--- config.mk ---
export PLATFORM = sky130hd
export DESIGN_NAME = led_color_playbook_sequencer_unit
export DESIGN_NICKNAME = d
export VERILOG_FILES = /design/src/design/lcps_pkg.sv /design/src/design/lcps_table.sv /design/src/design/led_color_playbook_sequencer_unit.sv
export VERILOG_INCLUDE_DIRS = /design/src /design/src/design
export SDC_FILE = /design/constraint.sdc
export NUM_CORES = 1
export LEC_CHECK = 0
export BUFFER_PORTS_ARGS = -buffer_cell sky130_fd_sc_hd__clkbuf_2
export CAP_MARGIN = 20
export CORE_MARGIN = 2
export CORE_UTILIZATION = 42
export DETAILED_ROUTE_END_ITERATION = 10
export GPL_TIMING_DRIVEN = 0
export SLEW_MARGIN = 20
export SYNTH_ARGS = -nofsm -noshare
export SYNTH_HDL_FRONTEND = slang
export SYNTH_SLANG_ARGS = --single-unit
--- constraint.sdc ---
create_clock -name clk -period 5.1 [get_ports clk]
set_input_delay 1.02 -clock clk [delete_from_list [all_inputs] [get_ports clk]]
set_output_delay 1.02 -clock clk [all_outputs]
set_load 0.01 [all_outputs]
--- src/design/led_color_playbook_sequencer_unit_assert.svh ---
// Assertion macros shared by the sequencer RTL.
`ifndef LED_COLOR_PLAYBOOK_SEQUENCER_UNIT_ASSERT_SVH
`define LED_COLOR_PLAYBOOK_SEQUENCER_UNIT_ASSERT_SVH

// Checked on every rising clock edge, suspended while reset is asserted.
`define LCPS_ASSERT(name, prop, msg) \
	name: assert property (@(posedge clk) disable iff (!arst_n) prop) else $error(msg);

// Checked on every rising clock edge, also during reset.
`define LCPS_ASSERT_ALWAYS(name, prop, msg) \
	name: assert property (@(posedge clk) prop) else $error(msg);

`endif

--- src/design/lcps_pkg.sv ---
package lcps_pkg;

	localparam int unsigned LCPS_TABLE_DEPTH = 16;
	localparam int unsigned IDX_W = 4;
	localparam int unsigned POS_W = 5;
	localparam int unsigned TICK_W = 16;

	localparam logic [1:0] MODE_TICK = 2'd0;
	localparam logic [1:0] MODE_WRITE = 2'd1;
	localparam logic [1:0] MODE_LENGTH = 2'd2;

	typedef struct packed {
		logic [7:0] red;
		logic [7:0] green;
		logic [7:0] blue;
		logic [TICK_W-1:0] ticks;
	} entry_t;

	typedef struct packed {
		logic en;
		logic [IDX_W-1:0] idx;
		entry_t data;
	} tbl_wr_t;

endpackage

--- src/design/lcps_table.sv ---
module lcps_table #(
	parameter int unsigned TABLE_DEPTH = lcps_pkg::LCPS_TABLE_DEPTH
) (
	input logic clk,
	input lcps_pkg::tbl_wr_t wr,
	input logic [lcps_pkg::POS_W-1:0] rd_pos,
	output lcps_pkg::entry_t rd_entry
);
	import lcps_pkg::*;

	localparam int unsigned AW = (TABLE_DEPTH > 1) ? $clog2(TABLE_DEPTH) : 1;
	localparam int unsigned XW = (AW > POS_W) ? AW : POS_W;

	entry_t mem [TABLE_DEPTH];
	entry_t rd_q;

	logic [XW-1:0] wr_ext;
	logic [XW-1:0] rd_ext;
	logic [AW-1:0] wr_addr;
	logic [AW-1:0] rd_addr;
	logic hit;

	assign wr_ext = XW'(wr.idx);
	assign rd_ext = XW'(rd_pos);
	assign wr_addr = wr_ext[AW-1:0];
	assign rd_addr = rd_ext[AW-1:0];
	assign hit = wr.en && (POS_W'(wr.idx) == rd_pos);

	// The read port always follows the next play position, so the registered
	// output holds the current entry; a write to that entry is forwarded.
	always_ff @(posedge clk) begin
		if (wr.en) begin
			mem[wr_addr] <= wr.data;
		end
		if (hit) begin
			rd_q <= wr.data;
		end else begin
			rd_q <= mem[rd_addr];
		end
	end

	assign rd_entry = rd_q;

endmodule

--- src/design/led_color_playbook_sequencer_unit.sv ---
// LED color playbook sequencer.
// Items arrive on the s_ stream: s_tuser carries the mode (frame tick, table
// write, or length load) and s_tdata the entry and length fields. A frame tick
// produces one transfer on the m_ stream with the color of the playing entry,
// its index and a lit flag; table writes and length loads produce nothing.
// An accepted item is registered in the input stage, processed from there, and
// a tick's result is registered in the result register that drives m_tvalid.
// One item is accepted every cycle while no tick is stalled; the table read
// port runs one step ahead of the play position, keeping each tick's entry ready.
// Reset empties the playbook (the LED stays dark) and clears the position and
// tick count; table contents are unknown until written.
// When the receiver holds m_tready low, the result register keeps its value,
// ticks stop behind it, and s_tready drops once the input stage is full.
// Writes and length loads still pass through the input stage during a stall.
module led_color_playbook_sequencer_unit #(
	parameter int unsigned TABLE_DEPTH = lcps_pkg::LCPS_TABLE_DEPTH
) (
	input logic clk,
	input logic arst_n,
	input logic s_tvalid,
	output logic s_tready,
	// From bit 0: entry_index[3:0], entry_red[11:4], entry_green[19:12],
	// entry_blue[27:20], entry_ticks[43:28], new_length[48:44], zero fill.
	input logic [55:0] s_tdata,
	// From bit 0: mode[1:0].
	input logic [1:0] s_tuser,
	output logic m_tvalid,
	input logic m_tready,
	// From bit 0: led_red[7:0], led_green[15:8], led_blue[23:16],
	// shown_entry[27:24], led_lit[28], zero fill.
	output logic [31:0] m_tdata
);
	import lcps_pkg::*;

	localparam int unsigned CNT_MAX = (TABLE_DEPTH > 31) ? 31 : TABLE_DEPTH;
	localparam logic [8:0] DEPTH_V = 9'(TABLE_DEPTH);

	logic valid_s1;
	logic [1:0] mode_s1;
	logic [IDX_W-1:0] idx_s1;
	entry_t entry_s1;
	logic [POS_W-1:0] len_s1;

	logic [POS_W-1:0] count_q;
	logic [POS_W-1:0] pos_q;
	logic [TICK_W-1:0] held_q;
	logic out_valid_q;
	logic [28:0] out_data_q;

	logic s1_adv;
	logic fire;
	logic empty;
	entry_t cur;
	logic [TICK_W:0] hold_eff;
	logic [TICK_W:0] held_inc;
	logic [POS_W-1:0] pos_inc;
	logic [POS_W-1:0] pos_wrap;
	logic [POS_W-1:0] len_sat;
	logic [POS_W-1:0] count_n;
	logic [POS_W-1:0] pos_n;
	logic [TICK_W-1:0] held_n;
	logic [28:0] result;
	tbl_wr_t wr;

	assign s1_adv = (mode_s1 != MODE_TICK) || !out_valid_q || m_tready;
	assign fire = valid_s1 && s1_adv;
	assign s_tready = !valid_s1 || s1_adv;

	always_ff @(posedge clk or negedge arst_n) begin
		if (!arst_n) begin
			valid_s1 <= 1'b0;
		end else if (s_tready) begin
			valid_s1 <= s_tvalid;
		end
	end

	always_ff @(posedge clk) begin
		if (s_tvalid && s_tready) begin
			mode_s1 <= s_tuser;
			idx_s1 <= s_tdata[3:0];
			entry_s1.red <= s_tdata[11:4];
			entry_s1.green <= s_tdata[19:12];
			entry_s1.blue <= s_tdata[27:20];
			entry_s1.ticks <= s_tdata[43:28];
			len_s1 <= s_tdata[48:44];
		end
	end

	assign wr.en = fire && (mode_s1 == MODE_WRITE) && (9'(idx_s1) < DEPTH_V);
	assign wr.idx = idx_s1;
	assign wr.data = entry_s1;

	lcps_table #(
		.TABLE_DEPTH(TABLE_DEPTH)
	) u_table (
		.clk(clk),
		.wr(wr),
		.rd_pos(pos_n),
		.rd_entry(cur)
	);

	assign empty = (count_q == '0) || (pos_q >= count_q);
	assign hold_eff = (cur.ticks == '0) ? (TICK_W+1)'(1) : {1'b0, cur.ticks};
	assign held_inc = {1'b0, held_q} + (TICK_W+1)'(1);
	assign pos_inc = pos_q + POS_W'(1);
	assign pos_wrap = (pos_inc >= count_q) ? '0 : pos_inc;
	assign len_sat = (len_s1 > POS_W'(CNT_MAX)) ? POS_W'(CNT_MAX) : len_s1;

	always_comb begin
		count_n = count_q;
		pos_n = pos_q;
		held_n = held_q;
		if (fire) begin
			case (mode_s1)
				MODE_LENGTH: begin
					count_n = len_sat;
					pos_n = '0;
					held_n = '0;
				end
				MODE_TICK: begin
					if (!empty) begin
						if (held_inc >= hold_eff) begin
							held_n = '0;
							pos_n = pos_wrap;
						end else begin
							held_n = held_inc[TICK_W-1:0];
						end
					end
				end
				default: begin
				end
			endcase
		end
	end

	always_comb begin
		if (empty) begin
			result = '0;
		end else begin
			result = {(|{cur.red, cur.green, cur.blue}), pos_q[IDX_W-1:0],
				cur.blue, cur.green, cur.red};
		end
	end

	always_ff @(posedge clk or negedge arst_n) begin
		if (!arst_n) begin
			count_q <= '0;
			pos_q <= '0;
			held_q <= '0;
			out_valid_q <= 1'b0;
		end else begin
			count_q <= count_n;
			pos_q <= pos_n;
			held_q <= held_n;
			if (fire && (mode_s1 == MODE_TICK)) begin
				out_valid_q <= 1'b1;
			end else if (m_tready) begin
				out_valid_q <= 1'b0;
			end
		end
	end

	always_ff @(posedge clk) begin
		if (fire && (mode_s1 == MODE_TICK)) begin
			out_data_q <= result;
		end
	end

	assign m_tvalid = out_valid_q;
	assign m_tdata = {3'b000, out_data_q};

`include "led_color_playbook_sequencer_unit_assert.svh"

	`LCPS_ASSERT(a_pos_in_range, (count_q == '0) || (pos_q < count_q), "play position beyond length")
	`LCPS_ASSERT(a_length_restart, fire && (mode_s1 == MODE_LENGTH) |=> (pos_q == '0) && (held_q == '0), "length load did not restart play")
	`LCPS_ASSERT(a_empty_dark, fire && (mode_s1 == MODE_TICK) && (count_q == '0) |=> m_tvalid && (m_tdata == '0), "empty playbook produced light")
	`LCPS_ASSERT_ALWAYS(a_reset_idle, !arst_n |-> !m_tvalid && (count_q == '0), "sequencer active during reset")

endmodule
==> flow_summary.ini, run 1 <==
[detailed_routing]
drt_iter0_drc = 2347
wl_mm = 91.21
antenna_left = 0
drcViolationCount = 0
met1_length_mm = 37.68
dr_wl_met2_mm = 41.46
routed.top_layer = met4
dr.pass1.iters = 6
post_drt_wl_per_cell_um = 25.33
vias_per_cell = 5.896
vias = 21230
dr_wl_met3_mm = 8.759

[finish]
syn_to_final_growth_pct = 18.36
final_net_count = 2593
nFillCells = 6406
final_cells = 3601
drive_gt1_share_pct = 17.31
final_cell_mix = 720 x edfxtp_1, 351 x nand2_1, 122 x mux2i_1, 110 x clkbuf_2, 104 x inv_1
final_common_cell = edfxtp_1
final_util_pct = 50.38
diodes = 0

[timing]
clock.fmax_mhz = 198.1
finalCriticalPeriod_ns = 5.048
tightest_slew_ns = 0.8718
max_slew_margin_pct = 41.74
final_hold_viol_count = 0
fin_crit_sh_pct = 98.99
slew_violations = 0
finalSetupViolCount = 0
fin_skew_ns = 0.03929

[synthesis]
netlist_area_sq_mm = 0.03238
synth_edf_count = 720
synth_top_cell_area_share_pct = 66.77
synth_area_leaders = edfxtp_1 67%, nand2_1 4.1%, mux2i_1 3.8%
yosys_warnings = 0
synth_largest_area_cell = edfxtp_1
async_flop_share_pct = 3.553
synth_seq_cells = 788
syn_avg_cell_area_sq_um = 14.20
syn_inst = 2280
ys_seq_area_share_pct = 71.40
synth-main-ff-cell = edfxtp_1
ys_types = 64

[clock_tree]
worstSkewPairLatency_ns = 0.66
htree_num_levels = 3
path_clk_slew_ns = 0.06
numCtsBuffers = 85
cts_root_buf = clkbuf_16
clk_path_buf_depth = 3
cts_hold_buf = 0
cts.sinks = 788
cts_tree = done

[global_routing]
antenna_found_initial = 1
grt.overflow.total = 0
grt_pass1_wl_mm = 133.7
grt_usage_pct = 22.93
grt_max_degree = 32
grt_pass1_vias = 21000

[worst_setup_path]
cp.required_ns = 5.64
cp_top_family = compound AO/OA/AOI/OAI gates
start_kind = flip-flop
regToRegEndpoint = u_table.rd_entry[39]$_DFF_P_
cp_cell_sequence = ha_4 > nand4_2 > or2_4 > nor2_4 > nand3_1 > xnor2_2 > ha_1 > a21o_1 > a21o_1 > a211oi_4 > o211ai_1 > a211oi_2 > buf_4 > buf_4 > clkbuf_1 > nand2_1 > a311o_1 > a21o_1 > a31oi_2
crit_top_cell = a21o_1
r2r_cells = 19
critPathKind = reg -> reg
crit_slowest_cell = clkbuf_1
cp.arrival_ns = 5.58
worst-path-max-fanout = 10
crit_buf_inv = 3
crit_cells = 19
r2r-start = held_q[0]$_DFFE_PN0P_
reg2reg_slack_ns = 0.05
critPathMaxStageDelay_ns = 0.56
cp-end-kind = flip-flop

[die]
core_area_sq_mm = 0.07608
boundaryPins = 96
die_area_sq_mm = 0.07934
start_util_pct = 42.57
die_y_um = 281.7
die_w_um = 281.7
rows = 101

[place]
dpl.hpwl_mm = 61.24
gp_congestion = 0.8594
port_buffers = 85
dp_cells = 3441

[power_and_ir_drop]
power_leakage_nw = 13.48
powerDensity_mw_per_mm2 = 405.9
ir_worst_vdd_mv = 0.2323

[worst_hold_path]
hp-class = in -> async

[run_status]
status = finished clean

[flow_run]
maxCapViolCount = 0
[how the worst max path moves through the flow]
stage                                   end                   from
2_1_floorplan  u_table.rd_entry[18]$_DFF_P_  held_q[0]$_DFFE_PN0P_
3_3_place_gp   u_table.mem[0][19]$_DFFE_PP_   mode_s1[1]$_DFFE_PP_
3_5_place_dp   u_table.rd_entry[20]$_DFF_P_  held_q[0]$_DFFE_PN0P_
4_1_cts        u_table.rd_entry[20]$_DFF_P_  held_q[0]$_DFFE_PN0P_
5_1_grt        u_table.rd_entry[39]$_DFF_P_  held_q[0]$_DFFE_PN0P_
6_report       u_table.rd_entry[39]$_DFF_P_  held_q[0]$_DFFE_PN0P_
[final cells by class]
cell class / instances / area [sq um] / share of cell area (%)
well taps: 1030 / 1289 / 3.362
repair buffers: 138 / 1154 / 3.010
multi-input cells: 1206 / 8511 / 22.20
clock buffers: 106 / 2256 / 5.886
inverters: 107 / 404.1 / 1.054
clock inverters: 49 / 566.8 / 1.479
flip-flops and latches: 788 / 23120 / 60.33
plain buffers: 177 / 1026 / 2.677
[routing by layer]
metal  up-vias  track usage, %
met5         -               0
met4         0           10.12
met3       191           5.212
met2      1146           35.54
met1     10560           31.01
li1       9333               -
[power breakdown]
group / internal [W] / switching, W
Clock: 0.00366 / 0.00255
Sequential: 0.00722 / 0.000177
Combinational: 0.000662 / 0.00128
[timing repair]
| action | in CTS | in global routing |
|---|---|---|
| gates resized for setup | 115 | 116 |
| pin swaps | 7 | 9 |
| setup buffers | 5 | 3 |
| endpoints found under the hold margin | 0 | 0 |
| setup endpoints to repair | 42 | 40 |
| cloned | 0 | 1 |
[sequential cells by signal, summed over array words and instances, names as in the netlist]
register          cells
count_q               5
entry_s1             40
held_q               16
idx_s1                4
len_s1                5
m_tvalid              1
mode_s1               2
out_data_q           29
pos_q                 5
u_table.mem         640
u_table.rd_entry     40
valid_s1              1
[stage by stage]
stage,setup TNS (ns),worst slack (ns),power [W],cell area (sq um),hold WS (ns)
4_1_cts,0,0.03443,0.01554,38030,0.4377
3_5_place_dp,-49.60,-1.435,0.009328,34870,0.5017
3_3_place_gp,-450.47,-2.161,0.009264,34100,0.5004
6_report,0,0.05161,0.01556,38330,0.4454
2_1_floorplan,0,0.6124,0.008570,32390,0.4543
5_1_grt,-0.6818,-0.05400,0.01606,38330,0.4967
[cell usage after synthesis (all sizes together), types with 7 or more instances]
cell and instances:
dfrtp 28, inv 105, a31oi 43, nand4 46, a2111oi 79, and2 30
a21oi 7, nand2b 8, xnor2 13, a221oi 80, nand2 351, edfxtp 720
o2111ai 39, mux2i 122, clkbuf 125, nand3 61, nor4 52, a311o 78
buf 56, nor3 7, a21o 42, dfxtp 40, o21ai 31, ha 28
nor2 30
[kinds of logic (layout without fill, tap and decap cells)]
| family | count (synthesis) | after routing | synth area share (%) |
|---|---|---|---|
| flip-flops | 788 | 788 | 71.40 |
| AND/OR/NAND/NOR | 609 | 609 | 8.670 |
| AO/OA/AOI/OAI | 426 | 426 | 10.93 |
| buffers and inverters | 288 | 577 | 3.644 |
| multiplexers | 122 | 122 | 3.771 |
| adder cells (fa/ha/maj) | 28 | 28 | 1.082 |
| XOR/XNOR | 18 | 18 | 0.4868 |
| other | 1 | 3 | 0.01158 |
[worst reg2reg max path: stages (launching register included)]
cell and delay, ns:
dfrtp_2 0.44, ha_4 0.18, nand4_2 0.17, or2_4 0.32, nor2_4 0.16, nand3_1 0.14, xnor2_2 0.17, ha_1 0.32
a21o_1 0.19, a21o_1 0.20, a211oi_4 0.23, o211ai_1 0.19, a211oi_2 0.27, buf_4 0.18, buf_4 0.19, clkbuf_1 0.56
nand2_1 0.15, a311o_1 0.38, a21o_1 0.18, a31oi_2 0.33
Power figures use the tool's default switching activity.
==> run 2: changes to the inputs <==
Settings changed: CORE_MARGIN 2 to 5.
==> flow_summary.ini, run 2 (synthesized netlist as in run 1, its figures left out) <==
[global_routing]
grt_max_degree = 31
grt_usage_pct = 21.77
grt_pass1_vias = 21260
grt_pass1_wl_mm = 134.8
grt.overflow.total = 0
antenna_found_initial = 2

[finish]
final_util_pct = 50.22
drive_gt1_share_pct = 17.00
regMostFlops = u_table.mem
final_net_count = 2591
largest_register_ffs = 640
syn_to_final_growth_pct = 18.17
final_cell_mix = 720 x edfxtp_1, 351 x nand2_1, 122 x mux2i_1, 114 x clkbuf_2, 104 x inv_1
final_common_cell = edfxtp_1
diodes = 0

[timing]
finalSetupViolCount = 0
finalCriticalPeriod_ns = 4.958
fin_crit_sh_pct = 97.22
clock.fmax_mhz = 201.7
max_slew_margin_pct = 27.66
whs_ns = 0.4395
finalWorstSetupSlack_ns = 0.1417
fin_skew_ns = 0.02686
tightest_slew_ns = 1.078
final_hold_viol_count = 0
slew_violations = 0

[clock_tree]
cts_root_buf = clkbuf_16
cts_hold_buf = 0
path_clk_slew_ns = 0.06
htree_num_levels = 3
cts_tree = done
worstSkewPairLatency_ns = 0.65
clk_path_buf_depth = 3
numCtsBuffers = 84
cts.sinks = 788

[place]
port_buffers = 85
post-place-ws_ns = -1.437
dpl.hpwl_mm = 61.41
gp_congestion = 0.8676

[detailed_routing]
dr.pass1.iters = 6
drcViolationCount = 0
post_drt_wl_per_cell_um = 25.42
antenna_left = 0
vias_per_cell = 5.878
drt_iter0_drc = 2201
vias = 21160
wl_mm = 91.51

[die]
boundaryPins = 96
die_area_sq_mm = 0.08275
rows = 101
die_y_um = 287.7
core_area_sq_mm = 0.07620
die_w_um = 287.7
start_util_pct = 42.50

[worst_setup_path]
start_kind = flip-flop
critPathMaxStageDelay_ns = 0.44
cp.required_ns = 5.62
regToRegEndpoint = u_table.rd_entry[31]$_DFF_P_
cp.arrival_ns = 5.48
critPathKind = reg -> reg
reg2reg_slack_ns = 0.14
worst-path-max-fanout = 10
cp-end-kind = flip-flop
crit_slowest_cell = dfrtp_2
cp_cell_sequence = ha_4 > nand4_2 > or2_4 > nor2_4 > nand3_1 > xnor2_2 > ha_1 > a21o_1 > a21o_1 > a211oi_4 > o211ai_1 > buf_4 > a211oi_2 > buf_4 > clkdlybuf4s15_2 > clkbuf_4 > nand2_1 > a311o_1 > a21o_1 > a31oi_2
r2r_cells = 20
r2r-start = held_q[0]$_DFFE_PN0P_
crit_buf_inv = 4
cp_top_family = compound AO/OA/AOI/OAI gates
crit_top_cell = a21o_1

[flow_run]
maxCapViolCount = 0

[power_and_ir_drop]
ir_worst_vdd_mv = 0.2503
power_leakage_nw = 13.44
powerDensity_mw_per_mm2 = 402.7

[worst_hold_path]
hp-class = in -> async

[run_status]
status = finished clean
[run 2: cell types whose count changed in the layout (fill, tap and decap cells not counted), moves of 3 or more]
cell        previous run  this run
clkbuf_4              17        24
buf_2                 14        21
bufinv_16             10         7
clkinv_2              20        15
clkbuf_1              85        91
buf_6                 10        13
buf_4                 62        45
clkbuf_8               9        12
inv_6                  4         1
clkbuf_2             110       114
clkinvlp_4             7         2
[run 2: metal layers]
layer  vias to the layer above  track usage, %  part of all wire [%]
met5                         -               0                 0.023
met4                         4           9.660                   4.2
met3                       206           5.131                   9.7
met2                      1041           33.41                    45
met1                     10560           29.75                    41
li1                       9348               -                     -
[run 2: power breakdown]
| part | total, W | switching (W) | internal [W] |
|---|---|---|---|
| Combinational | 0.00196 | 0.00129 | 0.000666 |
| Sequential | 0.00740 | 0.000175 | 0.00722 |
| Clock | 0.00605 | 0.00250 | 0.00355 |
[run 2: worst reg2reg max path, cell delays in order (launching register included)]
cell,delay [ns]
dfrtp_2,0.44
ha_4,0.19
nand4_2,0.18
or2_4,0.33
nor2_4,0.16
nand3_1,0.14
xnor2_2,0.17
ha_1,0.32
a21o_1,0.19
a21o_1,0.20
a211oi_4,0.22
o211ai_1,0.13
buf_4,0.19
a211oi_2,0.28
buf_4,0.19
clkdlybuf4s15_2,0.33
clkbuf_4,0.29
nand2_1,0.08
a311o_1,0.38
a21o_1,0.18
a31oi_2,0.27
[run 2: worst max-delay path by stage]
stage,from,endpoint,cells past startpoint
floorplan,held_q[0]$_DFFE_PN0P_,u_table.rd_entry[18]$_DFF_P_,19
global placement,mode_s1[1]$_DFFE_PP_,u_table.mem[0][20]$_DFFE_PP_,4
detailed placement,held_q[0]$_DFFE_PN0P_,u_table.rd_entry[20]$_DFF_P_,19
CTS,held_q[0]$_DFFE_PN0P_,u_table.rd_entry[29]$_DFF_P_,19
global route,held_q[4]$_DFFE_PN0P_,u_table.rd_entry[31]$_DFF_P_,20
finish,held_q[0]$_DFFE_PN0P_,u_table.rd_entry[31]$_DFF_P_,20
[run 2: layout make-up]
| class | count | area [sq um] |
|---|---|---|
| well taps | 1030 | 1289 |
| multi-input cells | 1206 | 8523 |
| inverters | 107 | 404.1 |
| fillers | 6377 | 37940 |
| repair buffers | 137 | 1154 |
| plain buffers | 177 | 1020 |
| clock buffers | 118 | 2321 |
| flip-flops and latches | 788 | 23120 |
| clock inverters | 37 | 431.7 |
[run 2: metrics by stage]
step | instances | cell area, sq um | power [W] | TNS, ns
global route | 3600 | 38270 | 0.01593 | -0.8317
detailed placement | 3442 | 34910 | 0.009335 | -50.11
finish | 3600 | 38270 | 0.01541 | 0
floorplan | 2282 | 32390 | 0.008570 | 0
CTS | 3597 | 38040 | 0.01542 | 0
global placement | 3397 | 34100 | 0.009267 | -425.32
[run 2: repair_timing]
action	in CTS	in global routing
gates cloned	1	1
endpoints found under the hold margin	0	0
endpoints found under the setup margin	42	40
gates resized for setup	135	77
buffers inserted	2	3
pin swaps	6	3
